===== config.mk =====
export PLATFORM = sky130hd
export DESIGN_NAME = bounding_box_accumulate_transform_core
export DESIGN_NICKNAME = d
export VERILOG_FILES = /design/src/rtl/bbat_pkg.sv /design/src/rtl/bbat_ctrl.sv /design/src/rtl/bbat_dpath.sv /design/src/rtl/bounding_box_accumulate_transform_core.sv
export VERILOG_INCLUDE_DIRS = /design/src /design/src/rtl
export SDC_FILE = /design/constraint.sdc
export NUM_CORES = 2
export LEC_CHECK = 0
export ABC_AREA = 1
export BUFFER_PORTS_ARGS = -buffer_cell sky130_fd_sc_hd__buf_2
export CAP_MARGIN = 20
export CORE_ASPECT_RATIO = 0.9
export CORE_MARGIN = 5
export CORE_UTILIZATION = 50
export DETAILED_ROUTE_END_ITERATION = 10
export PLACE_DENSITY = 0.67
export SLEW_MARGIN = 20
export SYNTH_ARGS = -nofsm -noshare
export SYNTH_HDL_FRONTEND = slang
export SYNTH_SLANG_ARGS = --single-unit

===== constraint.sdc =====
create_clock -name clk -period 7.2 [get_ports clk]
set_input_delay 1.08 -clock clk [delete_from_list [all_inputs] [get_ports clk]]
set_output_delay 1.08 -clock clk [all_outputs]
set_load 0.1 [all_outputs]

===== src/rtl/bounding_box_accumulate_transform_core_defines.svh =====
// assertion helpers shared by the rtl
`ifndef BOUNDING_BOX_ACCUMULATE_TRANSFORM_CORE_DEFINES_SVH
`define BOUNDING_BOX_ACCUMULATE_TRANSFORM_CORE_DEFINES_SVH

// same-cycle implication, held off during reset
`define BBAT_ASSERT_IMPL(label, clk, rst_n, ante, cons) \
	label: assert property (@(posedge clk) disable iff (!rst_n) (ante) |-> (cons)) \
		else $error("bbat: same-cycle check failed");

// next-cycle implication, held off during reset
`define BBAT_ASSERT_NEXT(label, clk, rst_n, ante, cons) \
	label: assert property (@(posedge clk) disable iff (!rst_n) (ante) |=> (cons)) \
		else $error("bbat: next-cycle check failed");

`endif


===== src/rtl/bbat_pkg.sv =====
`timescale 1ns / 1ps
`default_nettype none

package bbat_pkg;

	// fixed field widths
	localparam int COEF_W  = 16;
	localparam int OUT_W   = 32;
	localparam int ROW_W   = 64;
	localparam int CIDX_W  = 2;

	// configuration register indexes
	localparam logic [CIDX_W-1:0] REG_ROW_X = 2'd0;
	localparam logic [CIDX_W-1:0] REG_ROW_Y = 2'd1;
	localparam logic [CIDX_W-1:0] REG_ROW_Z = 2'd2;

	// identity matrix at reset
	localparam logic [ROW_W-1:0] ROW_X_RESET = 64'h0000_0000_0000_0100;
	localparam logic [ROW_W-1:0] ROW_Y_RESET = 64'h0000_0000_0100_0000;
	localparam logic [ROW_W-1:0] ROW_Z_RESET = 64'h0000_0100_0000_0000;

	// input kind codes
	localparam logic KIND_VERTEX = 1'b0;
	localparam logic KIND_FINISH = 1'b1;

	// result space codes
	localparam logic SPACE_LOCAL = 1'b0;
	localparam logic SPACE_WORLD = 1'b1;

	// transform sequence limits
	localparam logic [2:0] LAST_CORNER = 3'd7;
	localparam logic [1:0] LAST_ROW    = 2'd2;
	localparam logic [1:0] LAST_TERM   = 2'd2;

	typedef enum logic [3:0] {
		ST_IDLE  = 4'b0001,
		ST_RUN   = 4'b0010,
		ST_DRAIN = 4'b0100,
		ST_EMIT  = 4'b1000
	} state_t;

	// controller to datapath
	typedef struct packed {
		logic       acc_vertex;
		logic       load_local;
		logic       load_world;
		logic       step_valid;
		logic [2:0] corner;
		logic [1:0] row;
		logic [1:0] term;
	} cmd_t;

	// datapath to controller
	typedef struct packed {
		logic have_point;
		logic pipe_busy;
	} status_t;

endpackage

`default_nettype wire


===== src/rtl/bbat_ctrl.sv =====
`timescale 1ns / 1ps
`default_nettype none

module bbat_ctrl (
	input  wire logic            clk,
	input  wire logic            arst_n,
	input  wire logic            in_valid,
	output logic                 in_ready,
	input  wire logic            kind,
	output logic                 out_valid,
	input  wire logic            out_ready,
	output bbat_pkg::cmd_t       cmd,
	input  wire bbat_pkg::status_t status
);
	import bbat_pkg::*;

	state_t     state_q;
	logic       out_valid_q;
	logic [2:0] corner_q;
	logic [1:0] row_q;
	logic [1:0] term_q;
	logic       accept;
	logic       slot_free;
	logic       last_step;

	// output slot is free when empty or being drained this cycle
	assign slot_free = !out_valid_q || out_ready;
	assign in_ready  = (state_q == ST_IDLE) && ((kind == KIND_VERTEX) || slot_free);
	assign accept    = in_valid && in_ready;
	assign out_valid = out_valid_q;
	assign last_step = (corner_q == LAST_CORNER) && (row_q == LAST_ROW) &&
		(term_q == LAST_TERM);

	// commands to the datapath
	always_comb begin
		cmd            = '0;
		cmd.acc_vertex = accept && (kind == KIND_VERTEX);
		cmd.load_local = accept && (kind == KIND_FINISH);
		cmd.load_world = (state_q == ST_EMIT) && slot_free;
		cmd.step_valid = (state_q == ST_RUN);
		cmd.corner     = corner_q;
		cmd.row        = row_q;
		cmd.term       = term_q;
	end

	// sequencer state
	always_ff @(posedge clk or negedge arst_n) begin
		if (!arst_n) begin
			state_q <= ST_IDLE;
		end else begin
			case (state_q)
				ST_IDLE: begin
					if (cmd.load_local) begin
						state_q <= status.have_point ? ST_RUN : ST_EMIT;
					end
				end
				ST_RUN: begin
					if (last_step) begin
						state_q <= ST_DRAIN;
					end
				end
				ST_DRAIN: begin
					if (!status.pipe_busy) begin
						state_q <= ST_EMIT;
					end
				end
				ST_EMIT: begin
					if (slot_free) begin
						state_q <= ST_IDLE;
					end
				end
				default: begin
					state_q <= ST_IDLE;
				end
			endcase
		end
	end

	// corner / row / term step counters
	always_ff @(posedge clk or negedge arst_n) begin
		if (!arst_n) begin
			corner_q <= '0;
			row_q    <= '0;
			term_q   <= '0;
		end else if (cmd.load_local) begin
			corner_q <= '0;
			row_q    <= '0;
			term_q   <= '0;
		end else if (cmd.step_valid) begin
			if (term_q == LAST_TERM) begin
				term_q <= '0;
				if (row_q == LAST_ROW) begin
					row_q    <= '0;
					corner_q <= corner_q + 3'd1;
				end else begin
					row_q <= row_q + 2'd1;
				end
			end else begin
				term_q <= term_q + 2'd1;
			end
		end
	end

	// output valid flag
	always_ff @(posedge clk or negedge arst_n) begin
		if (!arst_n) begin
			out_valid_q <= 1'b0;
		end else if (cmd.load_local || cmd.load_world) begin
			out_valid_q <= 1'b1;
		end else if (out_ready) begin
			out_valid_q <= 1'b0;
		end
	end

endmodule

`default_nettype wire


===== src/rtl/bbat_dpath.sv =====
`timescale 1ns / 1ps
`default_nettype none

module bbat_dpath #(
	parameter int COORD_BITS = 16,
	parameter int FRAC_BITS  = 8
) (
	input  wire logic                                  clk,
	input  wire logic                                  arst_n,
	input  wire logic                                  cfg_we,
	input  wire logic [bbat_pkg::CIDX_W-1:0]           cfg_index,
	input  wire logic [bbat_pkg::ROW_W-1:0]            cfg_data,
	input  wire logic signed [COORD_BITS-1:0]          vertex_x,
	input  wire logic signed [COORD_BITS-1:0]          vertex_y,
	input  wire logic signed [COORD_BITS-1:0]          vertex_z,
	input  wire bbat_pkg::cmd_t                        cmd,
	output bbat_pkg::status_t                          status,
	output logic                                       space,
	output logic                                       box_valid,
	output logic signed [bbat_pkg::OUT_W-1:0]          min_x,
	output logic signed [bbat_pkg::OUT_W-1:0]          min_y,
	output logic signed [bbat_pkg::OUT_W-1:0]          min_z,
	output logic signed [bbat_pkg::OUT_W-1:0]          max_x,
	output logic signed [bbat_pkg::OUT_W-1:0]          max_y,
	output logic signed [bbat_pkg::OUT_W-1:0]          max_z
);
	import bbat_pkg::*;

	localparam int PROD_W = COORD_BITS + COEF_W;
	localparam int ACC_A  = PROD_W + 2;
	localparam int ACC_B  = COEF_W + FRAC_BITS + 2;
	localparam int ACC_C  = OUT_W + FRAC_BITS;
	localparam int ACC_AB = (ACC_A > ACC_B) ? ACC_A : ACC_B;
	localparam int ACC_W  = (ACC_AB > ACC_C) ? ACC_AB : ACC_C;
	localparam int EXT_W  = OUT_W - COORD_BITS;

	// matrix rows
	logic [ROW_W-1:0] row_x_q, row_y_q, row_z_q;

	// local box accumulator
	logic                         have_point_q;
	logic signed [COORD_BITS-1:0] lo_x_q, lo_y_q, lo_z_q;
	logic signed [COORD_BITS-1:0] hi_x_q, hi_y_q, hi_z_q;

	// multiply stage
	logic [ROW_W-1:0]             row_sel;
	logic signed [COEF_W-1:0]     coef_sel;
	logic signed [COORD_BITS-1:0] coord_sel;
	logic signed [PROD_W-1:0]     prod_s1;
	logic signed [COEF_W-1:0]     tr_s1;
	logic                         v_s1, first_s1, last_s1, c0_s1;
	logic [1:0]                   row_s1;

	// accumulate stage
	logic signed [ACC_W-1:0] acc_q, acc_base, acc_next, tr_ext, prod_ext;
	logic                    v_s2, c0_s2;
	logic [1:0]              row_s2;

	// world min/max stage
	logic signed [ACC_W-1:0] world_sh;
	logic signed [OUT_W-1:0] world_w;
	logic signed [OUT_W-1:0] wmin_q [3];
	logic signed [OUT_W-1:0] wmax_q [3];

	// output register
	logic                    space_q, box_valid_q;
	logic signed [OUT_W-1:0] min_x_q, min_y_q, min_z_q, max_x_q, max_y_q, max_z_q;

	assign status.have_point = have_point_q;
	assign status.pipe_busy  = v_s1 || v_s2;

	// configuration writes
	always_ff @(posedge clk or negedge arst_n) begin
		if (!arst_n) begin
			row_x_q <= ROW_X_RESET;
			row_y_q <= ROW_Y_RESET;
			row_z_q <= ROW_Z_RESET;
		end else if (cfg_we) begin
			case (cfg_index)
				REG_ROW_X: row_x_q <= cfg_data;
				REG_ROW_Y: row_y_q <= cfg_data;
				REG_ROW_Z: row_z_q <= cfg_data;
				default: begin
				end
			endcase
		end
	end

	// running box, cleared once the world result is loaded
	always_ff @(posedge clk or negedge arst_n) begin
		if (!arst_n) begin
			have_point_q <= 1'b0;
			lo_x_q <= '0;
			lo_y_q <= '0;
			lo_z_q <= '0;
			hi_x_q <= '0;
			hi_y_q <= '0;
			hi_z_q <= '0;
		end else if (cmd.load_world) begin
			have_point_q <= 1'b0;
			lo_x_q <= '0;
			lo_y_q <= '0;
			lo_z_q <= '0;
			hi_x_q <= '0;
			hi_y_q <= '0;
			hi_z_q <= '0;
		end else if (cmd.acc_vertex) begin
			have_point_q <= 1'b1;
			if (!have_point_q || (vertex_x < lo_x_q)) lo_x_q <= vertex_x;
			if (!have_point_q || (vertex_y < lo_y_q)) lo_y_q <= vertex_y;
			if (!have_point_q || (vertex_z < lo_z_q)) lo_z_q <= vertex_z;
			if (!have_point_q || (vertex_x > hi_x_q)) hi_x_q <= vertex_x;
			if (!have_point_q || (vertex_y > hi_y_q)) hi_y_q <= vertex_y;
			if (!have_point_q || (vertex_z > hi_z_q)) hi_z_q <= vertex_z;
		end
	end

	// operand select for one coefficient times one corner coordinate
	always_comb begin
		case (cmd.row)
			2'd0:    row_sel = row_x_q;
			2'd1:    row_sel = row_y_q;
			2'd2:    row_sel = row_z_q;
			default: row_sel = '0;
		endcase
		case (cmd.term)
			2'd0: begin
				coef_sel  = row_sel[COEF_W-1:0];
				coord_sel = cmd.corner[0] ? hi_x_q : lo_x_q;
			end
			2'd1: begin
				coef_sel  = row_sel[2*COEF_W-1:COEF_W];
				coord_sel = cmd.corner[1] ? hi_y_q : lo_y_q;
			end
			default: begin
				coef_sel  = row_sel[3*COEF_W-1:2*COEF_W];
				coord_sel = cmd.corner[2] ? hi_z_q : lo_z_q;
			end
		endcase
	end

	// stage 1: multiply
	always_ff @(posedge clk or negedge arst_n) begin
		if (!arst_n) begin
			v_s1 <= 1'b0;
		end else begin
			v_s1 <= cmd.step_valid;
		end
	end

	always_ff @(posedge clk) begin
		prod_s1  <= coef_sel * coord_sel;
		tr_s1    <= row_sel[4*COEF_W-1:3*COEF_W];
		first_s1 <= (cmd.term == 2'd0);
		last_s1  <= (cmd.term == LAST_TERM);
		c0_s1    <= (cmd.corner == 3'd0);
		row_s1   <= cmd.row;
	end

	// stage 2: accumulate, translation seeds the sum
	assign tr_ext   = {{(ACC_W-COEF_W){tr_s1[COEF_W-1]}}, tr_s1} <<< FRAC_BITS;
	assign prod_ext = {{(ACC_W-PROD_W){prod_s1[PROD_W-1]}}, prod_s1};
	assign acc_base = first_s1 ? tr_ext : acc_q;
	assign acc_next = acc_base + prod_ext;

	always_ff @(posedge clk or negedge arst_n) begin
		if (!arst_n) begin
			v_s2 <= 1'b0;
		end else begin
			v_s2 <= v_s1 && last_s1;
		end
	end

	always_ff @(posedge clk) begin
		if (v_s1) begin
			acc_q <= acc_next;
		end
		c0_s2  <= c0_s1;
		row_s2 <= row_s1;
	end

	// stage 3: floor shift and fold into world min/max
	assign world_sh = acc_q >>> FRAC_BITS;
	assign world_w  = world_sh[OUT_W-1:0];

	always_ff @(posedge clk) begin
		if (v_s2) begin
			if (c0_s2 || (world_w < wmin_q[row_s2])) wmin_q[row_s2] <= world_w;
			if (c0_s2 || (world_w > wmax_q[row_s2])) wmax_q[row_s2] <= world_w;
		end
	end

	// output register
	always_ff @(posedge clk) begin
		if (cmd.load_local) begin
			space_q     <= SPACE_LOCAL;
			box_valid_q <= have_point_q;
			min_x_q <= {{EXT_W{lo_x_q[COORD_BITS-1]}}, lo_x_q};
			min_y_q <= {{EXT_W{lo_y_q[COORD_BITS-1]}}, lo_y_q};
			min_z_q <= {{EXT_W{lo_z_q[COORD_BITS-1]}}, lo_z_q};
			max_x_q <= {{EXT_W{hi_x_q[COORD_BITS-1]}}, hi_x_q};
			max_y_q <= {{EXT_W{hi_y_q[COORD_BITS-1]}}, hi_y_q};
			max_z_q <= {{EXT_W{hi_z_q[COORD_BITS-1]}}, hi_z_q};
		end else if (cmd.load_world) begin
			space_q     <= SPACE_WORLD;
			box_valid_q <= have_point_q;
			min_x_q <= have_point_q ? wmin_q[0] : '0;
			min_y_q <= have_point_q ? wmin_q[1] : '0;
			min_z_q <= have_point_q ? wmin_q[2] : '0;
			max_x_q <= have_point_q ? wmax_q[0] : '0;
			max_y_q <= have_point_q ? wmax_q[1] : '0;
			max_z_q <= have_point_q ? wmax_q[2] : '0;
		end
	end

	assign space     = space_q;
	assign box_valid = box_valid_q;
	assign min_x     = min_x_q;
	assign min_y     = min_y_q;
	assign min_z     = min_z_q;
	assign max_x     = max_x_q;
	assign max_y     = max_y_q;
	assign max_z     = max_z_q;

endmodule

`default_nettype wire


===== src/rtl/bounding_box_accumulate_transform_core.sv =====
// Bounding box accumulator with affine transform of the finished box.
// Input channel (in_valid/in_ready): kind 0 carries a vertex (vertex_x/y/z,
// signed fixed point), kind 1 finishes the current box. Vertices are taken
// one per cycle while the block is idle and fold into a running min/max box.
// A finish transaction yields two output transactions: the local box
// (space 0, last 0) in the next cycle, then the world box (space 1, last 1),
// the min/max of the eight corners mapped by the 3x4 matrix in cfg rows.
// The world box is built by one shared multiplier stepping over 8 corners,
// 3 rows and 3 terms; the products pass the multiply, accumulate and min/max
// stages and the pipeline drains before the world result is loaded; the
// next input can be taken after that; with an empty box it follows right
// behind the local result with box_valid 0 and zero bounds.
// No input is taken while a finish is being worked on; vertices are still
// taken while a result waits at the output.
// Config (cfg_we/cfg_index/cfg_data) writes a matrix row; write only while
// the block is idle. Index 3 is ignored.
// A stalled receiver (out_ready low) holds the output register; the world
// result waits until the local one is taken.
// Reset clears the box and loads the identity matrix.
`timescale 1ns / 1ps
`default_nettype none

`include "bounding_box_accumulate_transform_core_defines.svh"

module bounding_box_accumulate_transform_core #(
	parameter int COORD_BITS = 16,
	parameter int FRAC_BITS  = 8
) (
	input  wire logic                               clk,
	input  wire logic                               arst_n,
	input  wire logic                               cfg_we,
	input  wire logic [bbat_pkg::CIDX_W-1:0]        cfg_index,
	input  wire logic [bbat_pkg::ROW_W-1:0]         cfg_data,
	input  wire logic                               in_valid,
	output logic                                    in_ready,
	input  wire logic                               kind,
	input  wire logic signed [COORD_BITS-1:0]       vertex_x,
	input  wire logic signed [COORD_BITS-1:0]       vertex_y,
	input  wire logic signed [COORD_BITS-1:0]       vertex_z,
	output logic                                    out_valid,
	input  wire logic                               out_ready,
	output logic                                    space,
	output logic                                    box_valid,
	output logic signed [bbat_pkg::OUT_W-1:0]       min_x,
	output logic signed [bbat_pkg::OUT_W-1:0]       min_y,
	output logic signed [bbat_pkg::OUT_W-1:0]       min_z,
	output logic signed [bbat_pkg::OUT_W-1:0]       max_x,
	output logic signed [bbat_pkg::OUT_W-1:0]       max_y,
	output logic signed [bbat_pkg::OUT_W-1:0]       max_z,
	output logic                                    last
);
	import bbat_pkg::*;

	cmd_t    cmd;
	status_t status;

	// sequencer and handshake control
	bbat_ctrl u_ctrl (
		.clk       (clk),
		.arst_n    (arst_n),
		.in_valid  (in_valid),
		.in_ready  (in_ready),
		.kind      (kind),
		.out_valid (out_valid),
		.out_ready (out_ready),
		.cmd       (cmd),
		.status    (status)
	);

	// box, matrix and transform datapath
	bbat_dpath #(
		.COORD_BITS (COORD_BITS),
		.FRAC_BITS  (FRAC_BITS)
	) u_dpath (
		.clk       (clk),
		.arst_n    (arst_n),
		.cfg_we    (cfg_we),
		.cfg_index (cfg_index),
		.cfg_data  (cfg_data),
		.vertex_x  (vertex_x),
		.vertex_y  (vertex_y),
		.vertex_z  (vertex_z),
		.cmd       (cmd),
		.status    (status),
		.space     (space),
		.box_valid (box_valid),
		.min_x     (min_x),
		.min_y     (min_y),
		.min_z     (min_z),
		.max_x     (max_x),
		.max_y     (max_y),
		.max_z     (max_z)
	);

	// world result marks the end of the run
	assign last = space;

	// checks
	`BBAT_ASSERT_IMPL(a_finish_slot_free, clk, arst_n, in_valid && in_ready && kind, !out_valid || out_ready)
	`BBAT_ASSERT_NEXT(a_local_after_finish, clk, arst_n, in_valid && in_ready && kind, out_valid && !space)
	`BBAT_ASSERT_IMPL(a_no_input_during_steps, clk, arst_n, cmd.step_valid, !in_ready)

endmodule

`default_nettype wire

==> Word-level counts from Yosys, hierarchy flattened <==
Memory sizes are Yosys's and may differ from the RTL's. A register that Yosys moved wholly into a read port is not among the register bits.
Index checks and enable logic that the tools add are counted.
Widths: inputs -> output; s select.
{ "totals": {"register_bits": 593, "ramBits": 192, "in_bits": 120, "output_inout_bits": 197, "n_memories": 2} }
{ "classes": {"add_sub_neg": 4, "n_mul": 1, "order_cmp": 8, "eq_ne": 15, "n_mux": 72, "bitwise": 1, "n_reduce_logical": 50} }
{ "mem_list": {"columns": ["name", "depth", "word_bits", "read_ports", "rd_ports_with_merged_regs", "write_ports", "line", "source"], "rows": [
  ["u_dpath.wmax_q", 3, 32, 4, 1, 1, "bbat_dpath.sv:63", "logic signed [OUT_W-1:0] wmax_q [3];"],
  ["u_dpath.wmin_q", 3, 32, 4, 1, 1, "bbat_dpath.sv:62", "logic signed [OUT_W-1:0] wmin_q [3];"]
]} }
{ "op_table": {"columns": ["op", "n"], "rows": [
  ["$mux 32", 18],
  ["$mux 16", 21],
  ["$pmux 64 s3", 1],
  ["$pmux 16 s2", 2],
  ["$gt 16x16->1", 3],
  ["$lt 16x16->1", 3],
  ["$add 40x32->40", 1],
  ["$mux 40", 1],
  ["$gt 32x32->1", 1],
  ["$lt 32x32->1", 1],
  ["$mul 16x16->32", 1],
  ["$reduce_bool 2->1", 12],
  ["$mux 4", 5],
  ["$reduce_and 2->1", 10],
  ["$pmux 4 s4", 1],
  ["$mux 2", 7],
  ["$logic_or 1x1->1", 12],
  ["$mux 1", 12],
  ["$mux 3", 4],
  ["$logic_and 1x1->1", 8],
  ["$eq 2x1->1 const B", 3],
  ["$eq 2x2->1 const B", 3],
  ["$logic_not 2->1", 3],
  ["$add 2x1->2 const B", 2],
  ["13 further kinds", 16]
]} }

==> Longest topological paths before layout <==
{ "depth": {"ltp_word": 8, "mapped_depth": 35, "depth_no_buf": 33} }

==> Modules after synthesis <==
A second synthesis with hierarchy kept.
{ "hier_totals": {"hier_cells": 5041, "area_unflattened_um2": 48992.0} }
{ "modules_own_cells": {"columns": ["module", "n_inst", "cells_each", "area_per_inst_um2", "seq_area_each_um2"], "rows": [
  ["bbat_dpath", 1, 4944, 48231.3, 23110.9],
  ["bbat_ctrl", 1, 96, 753.2, 301.5],
  ["bounding_box_accumulate_transform_core", 1, 1, 7.5, 0.0]
]} }

==> Worst setup path before layout <==
OpenSTA, ideal clock, no wires.
{ "synth_path": {"path_type": "input to register", "start": "input port out_ready", "end": "register u_ctrl.out_valid_q, in the netlist u_ctrl.out_valid", "setup_time_ns": 0.091, "arrival_time_ns": 7.217, "required_ns": 7.109, "slack_ns": -0.109, "stages": 7, "cell_sequence": "nor2_1 > a21oi_2 > nand3_2 > buf_4 > buf_6 > nand2_1 > or2_2"} }
{ "synth_between": {"elab_chain_cells": 7, "word_cells_on_any_way": 9, "classes_between": "1 x mux; 8 x reduce/logical"} }
{ "synth_lines": {"columns": ["item", "line", "source"], "rows": [
  ["from (decl)", "bounding_box_accumulate_transform_core.sv:41", "input wire logic out_ready,"],
  ["$logic_or 1x1->1 (*)", "bbat_ctrl.sv:27", "assign slot_free = !out_valid_q || out_ready;"],
  ["$logic_or 1x1->1 (*)", "bbat_ctrl.sv:28", "assign in_ready = (state_q == ST_IDLE) && ((kind == KIND_VERTEX) || slot_free);"],
  ["$logic_and 1x1->1 (*)", "bbat_ctrl.sv:28", null],
  ["named net in_ready", "bounding_box_accumulate_transform_core.sv:35", "output logic in_ready,"],
  ["$logic_and 1x1->1 (*)", "bbat_ctrl.sv:29", "assign accept = in_valid && in_ready;"],
  ["$logic_and 1x1->1 (*)", "bbat_ctrl.sv:38", "cmd.load_local = accept && (kind == KIND_FINISH);"],
  ["$logic_or 1x1->1 (*)", "bbat_ctrl.sv:108", "end else if (cmd.load_local || cmd.load_world) begin"],
  ["$mux 1 or $reduce_bool 2->1 (tied branches)", null, null],
  ["to (signal assigned)", "bbat_ctrl.sv:107", "out_valid_q <= 1'b0;"],
  ["to (signal assigned)", "bbat_ctrl.sv:109", "out_valid_q <= 1'b1;"],
  ["to (signal assigned)", "bbat_ctrl.sv:111", "out_valid_q <= 1'b0;"],
  ["to (decl)", "bbat_ctrl.sv:18", "logic out_valid_q;"]
]} }
The timed path passes the listed nets; every way through them passes the cells marked *.
A chain may end at the register's enable or synchronous reset.

==> Worst setup path in the final report <==
{ "layout_path": {"start": "register u_ctrl.term_q[1]", "end": "register u_dpath.prod_s1[28]"} }
{ "layout_between": {"elab_chain_cells": 3, "word_cells_on_any_way": 5, "classes_between": "1 x mul; 1 x eq/ne; 2 x mux; 1 x reduce/logical"} }
{ "layout_lines": {"columns": ["item", "line", "source"], "rows": [
  ["from (decl)", "bbat_ctrl.sv:21", "logic [1:0] term_q;"],
  ["from (signal assigned)", "bbat_ctrl.sv:99", "term_q <= term_q + 2'd1;"],
  ["$eq 2x1->1 or $logic_not 2->1 (tied branches)", "bbat_dpath.sv:126", "case (cmd.term)"],
  ["$pmux 16 s2", "bbat_dpath.sv:126", null],
  ["$mul 16x16->32 (*)", "bbat_dpath.sv:152", "prod_s1 <= coef_sel * coord_sel;"],
  ["to (signal assigned)", "bbat_dpath.sv:152", null],
  ["to (decl)", "bbat_dpath.sv:49", "logic signed [PROD_W-1:0] prod_s1;"]
]} }
Mark *: on every way between the ends. The rest lies on a longest branch, timed or not.

==> key figures <==
STA
  – Worst relative slew slack: 24.6%
  – Worst Skew: 0.0637 ns
  – Fraction of the cycle the final worst path needs: 95.1%
  – Max-slew violation count: 0
  – Worst slew pin tran: 1.13 ns
  – Maximum clock frequency: 0.146 GHz
  – Setup repair after global routing missed its margin: yes
  – Final worst path period need: 6.85 ns
  – Worst hold margin: 0.336 ns
  – Hold Violations, Final: 0
  – Final Setup Violations: 0
  – Fin worst setup slack: 0.354 ns

Cells and area
  – Share of the core filled with cells in the final layout: 57.5%
  – Layout-stage area growth over the synthesis result: 14.5%
  – Non-Filler Cell Area, Final: 56400 um^2
  – Final layout net count: 6035
  – Share of cells above drive strength 1: 14.0%
  – Fill cell count: 8514

CTS
  – CTS sink cnt: 849
  – CTS Root Cell: sky130_fd_sc_hd__clkbuf_16
  – Clock transition at the registers of the reported paths: 0.06 ns
  – Clock tree from TritonCTS: done
  – Number of buffers inserted by hold repair at cts: 0
  – Clock latency on the worst-skew pair: 0.69 ns
  – Cts bufs inserted: 91
  – H-tree levels: 3
  – Clock Tree Buf Depth: 3

Synth
  – Top_reg_cell synth: sky130_fd_sc_hd__edfxtp_1
  – Number of flops mapped to enable cells by yosys: 489
  – Post-Synthesis Mean Instance Area: 9.85 um^2
  – Number of warnings reported in the yosys synthesis log: 0
  – Synth Instances: 5001
  – Most frequent cell after synthesis: sky130_fd_sc_hd__nand2_1
  – Sequential fraction of the synthesis area: 47.5%
  – Top cells by instance count after synthesis: sky130_fd_sc_hd__nand2_1, sky130_fd_sc_hd__inv_1, sky130_fd_sc_hd__edfxtp_1, sky130_fd_sc_hd__o21ai_0, sky130_fd_sc_hd__dfrtp_1
  – Mapped Nets: 5664
  – Proportion of netlist area held by the largest area contributor: 29.8%
  – Combined area of all synthesized cells: 49300 um^2
  – Post-synth ARST share: 35.7%
  – Leading cell types by total area after synthesis: sky130_fd_sc_hd__edfxtp_1, sky130_fd_sc_hd__dfrtp_1, sky130_fd_sc_hd__fa_1, sky130_fd_sc_hd__nand2_1, sky130_fd_sc_hd__ha_1
  – Count of cell types in the netlist: 63
  – Cell type with the largest total area after synthesis: sky130_fd_sc_hd__edfxtp_1
  – Flip-flop and latch count after synthesis: 849

Setup path
  – Crit Path Category: flop to flop
  – Crit end category: flop
  – Crit path DAT: 7.37 ns
  – Crit-path slowest cell: sky130_fd_sc_hd__fa_1
  – Worst setup slack for register-to-register paths: 0.35 ns
  – Crit path required time: 7.72 ns
  – Setup crit start kind: flop
  – Delay of the slowest cell on the worst path: 0.55 ns
  – Highest net fanout along the worst path: 18

Detailed routing
  – ANT nets after route: 0
  – Total number of vias: 38400
  – DR WL/cell: 23.0 um
  – Pre-antenna DRT Iters: 5
  – Final wirelength: 155000 um
  – DRC Markers: 0
  – Detailed Route Iter0 Violations: 3966
  – Avg Vias per Cell: 5.71

Global route
  – Antenna violations before repair: 3
  – Wire length of the first global-routing pass: 235000 um
  – Maximum number of pins on one net before global-route repair: 173
  – Number of global-route vias before repair: 38000
  – Total GRT Usage: 29.3%
  – Overall overflow remaining after global route: 0

Place
  – Final HPWL DP: 116000 um
  – Input/output buffers: 316
  – Instance area at placement: 53100 um^2
  – Worst slack at placement: 0.0512 ns
  – RePlAce Congestion: 0.988

Floorplanning
  – Floorplan row count: 109
  – Horizontal die dimension: 341 um
  – Die Y-Extent: 308 um
  – Effective utilization at floorplan: 50.3%
  – Area of the core region: 98100 um^2
  – Top-level I/O count: 317
  – Area of the die: 105000 um^2

Hold path
  – Worst hold-check path type: flop to flop

Run status
  – Run status: completed

Run
  – Max-Cap Viols: 0
## layer usage
layer	up-vias	routed length, um	track usage [%]
li1	17500	-	-
met1	18800	63500	40.3
met2	1757	70700	46.5
met3	323	13000	4.85
met4	0	7800	12.7
met5	-	0	0
## flip-flops by register name, indices dropped and copies added, names as in the netlist, 40 cells and up
| register | count |
|---|---|
| u_dpath.acc_q | 40 |
| u_dpath.row_x_q | 64 |
| u_dpath.row_y_q | 64 |
| u_dpath.row_z_q | 64 |
| u_dpath.wmax_q | 128 |
| u_dpath.wmin_q | 128 |
## what timing repair did
item	CTS	global route
setup buffers	0	8
resized for setup	1	45
hold endpoints to repair	0	0
endpoints found under the setup margin	1	18
cloned	0	1
pin swaps	0	2
## kinds of logic (layout without fill, tap and decap cells)
family                     Yosys count  in the layout  share of synthesized area (%)
buffers and inverters              967           1416                           7.69
other                                0              1                              0
and+or+nand+nor                   1573           1573                           13.3
xor gates and xnor gates            80             80                           1.42
muxes                               14             14                          0.320
adders and majority gates          543            543                           17.8
DFF                                849            849                           47.5
AOI/OAI and AO/OA                  975            975                           12.0
## final timing paths
check / to / depth (start not counted) / start
min reg2reg: u_dpath.c0_s2$_DFF_P_ / 0 / u_dpath.c0_s1$_DFF_P_
min in group asynchronous: u_dpath.lo_y_q[4]$_DFFE_PN0P_ / 1 / arst_n
max reg2reg: u_dpath.prod_s1[28]$_DFF_P_ / 32 / u_ctrl.term_q[1]$_DFFE_PN0P_
max in group asynchronous: u_dpath.v_s1$_DFF_PN0_ / 2 / arst_n
min: u_dpath.c0_s2$_DFF_P_ / 0 / u_dpath.c0_s1$_DFF_P_
max: u_dpath.prod_s1[28]$_DFF_P_ / 32 / u_ctrl.term_q[1]$_DFFE_PN0P_
## through the flow
stage / TNS, ns / std cells
6_report: 0 / 6727
3_5_place_dp: 0 / 6546
2_1_floorplan: 0 / 5001
3_3_place_gp: 0 / 6544
5_1_grt: -0.0195 / 6727
4_1_cts: 0 / 6717
## cell type report
class,count,area [um^2],share of cell area [%]
Tap cell,1276,1600,2.83
Multi-Input combinational cell,3185,22300,39.6
Clock inverter,60,714,1.27
Timing Repair inverter,1,7.51,0.0133
Sequential cell,849,23400,41.5
Clock buffer,111,2420,4.29
Inverter,746,2820,4.99
Antenna cell,1,2.50,0.00443
Timing Repair Buffer,498,3120,5.52
## worst max-delay path: cells and delay by family, from the launching register on
kind | cells | cell delay, ns
adder cells (fa/ha/maj) | 7 | 3.31
buffers and inverters | 10 | 1.12
AND/OR/NAND/NOR | 9 | 0.99
AO/OA/AOI/OAI | 5 | 0.64
XOR/XNOR | 1 | 0.15
flip-flops | 1 | 0.45
## layout by cell type (no fill, tap or decap), types with 50 or more instances in the layout
master / instances
sky130_fd_sc_hd__edfxtp_1: 489
sky130_fd_sc_hd__fa_1: 262
sky130_fd_sc_hd__inv_1: 717
sky130_fd_sc_hd__nand2_1: 955
sky130_fd_sc_hd__buf_2: 315
sky130_fd_sc_hd__o31ai_1: 73
sky130_fd_sc_hd__ha_1: 279
sky130_fd_sc_hd__dfxtp_1: 57
sky130_fd_sc_hd__buf_4: 167
sky130_fd_sc_hd__nand3_1: 187
sky130_fd_sc_hd__dfrtp_1: 291
sky130_fd_sc_hd__a221oi_1: 76
sky130_fd_sc_hd__a21oi_1: 191
sky130_fd_sc_hd__clkbuf_16: 92
sky130_fd_sc_hd__nor2_1: 282
sky130_fd_sc_hd__o21ai_0: 418
sky130_fd_sc_hd__nand3b_1: 50
Power is left out: the tool's default activity adds up to more than one toggle a clock period on the data nets, which glitch-free logic cannot reach.
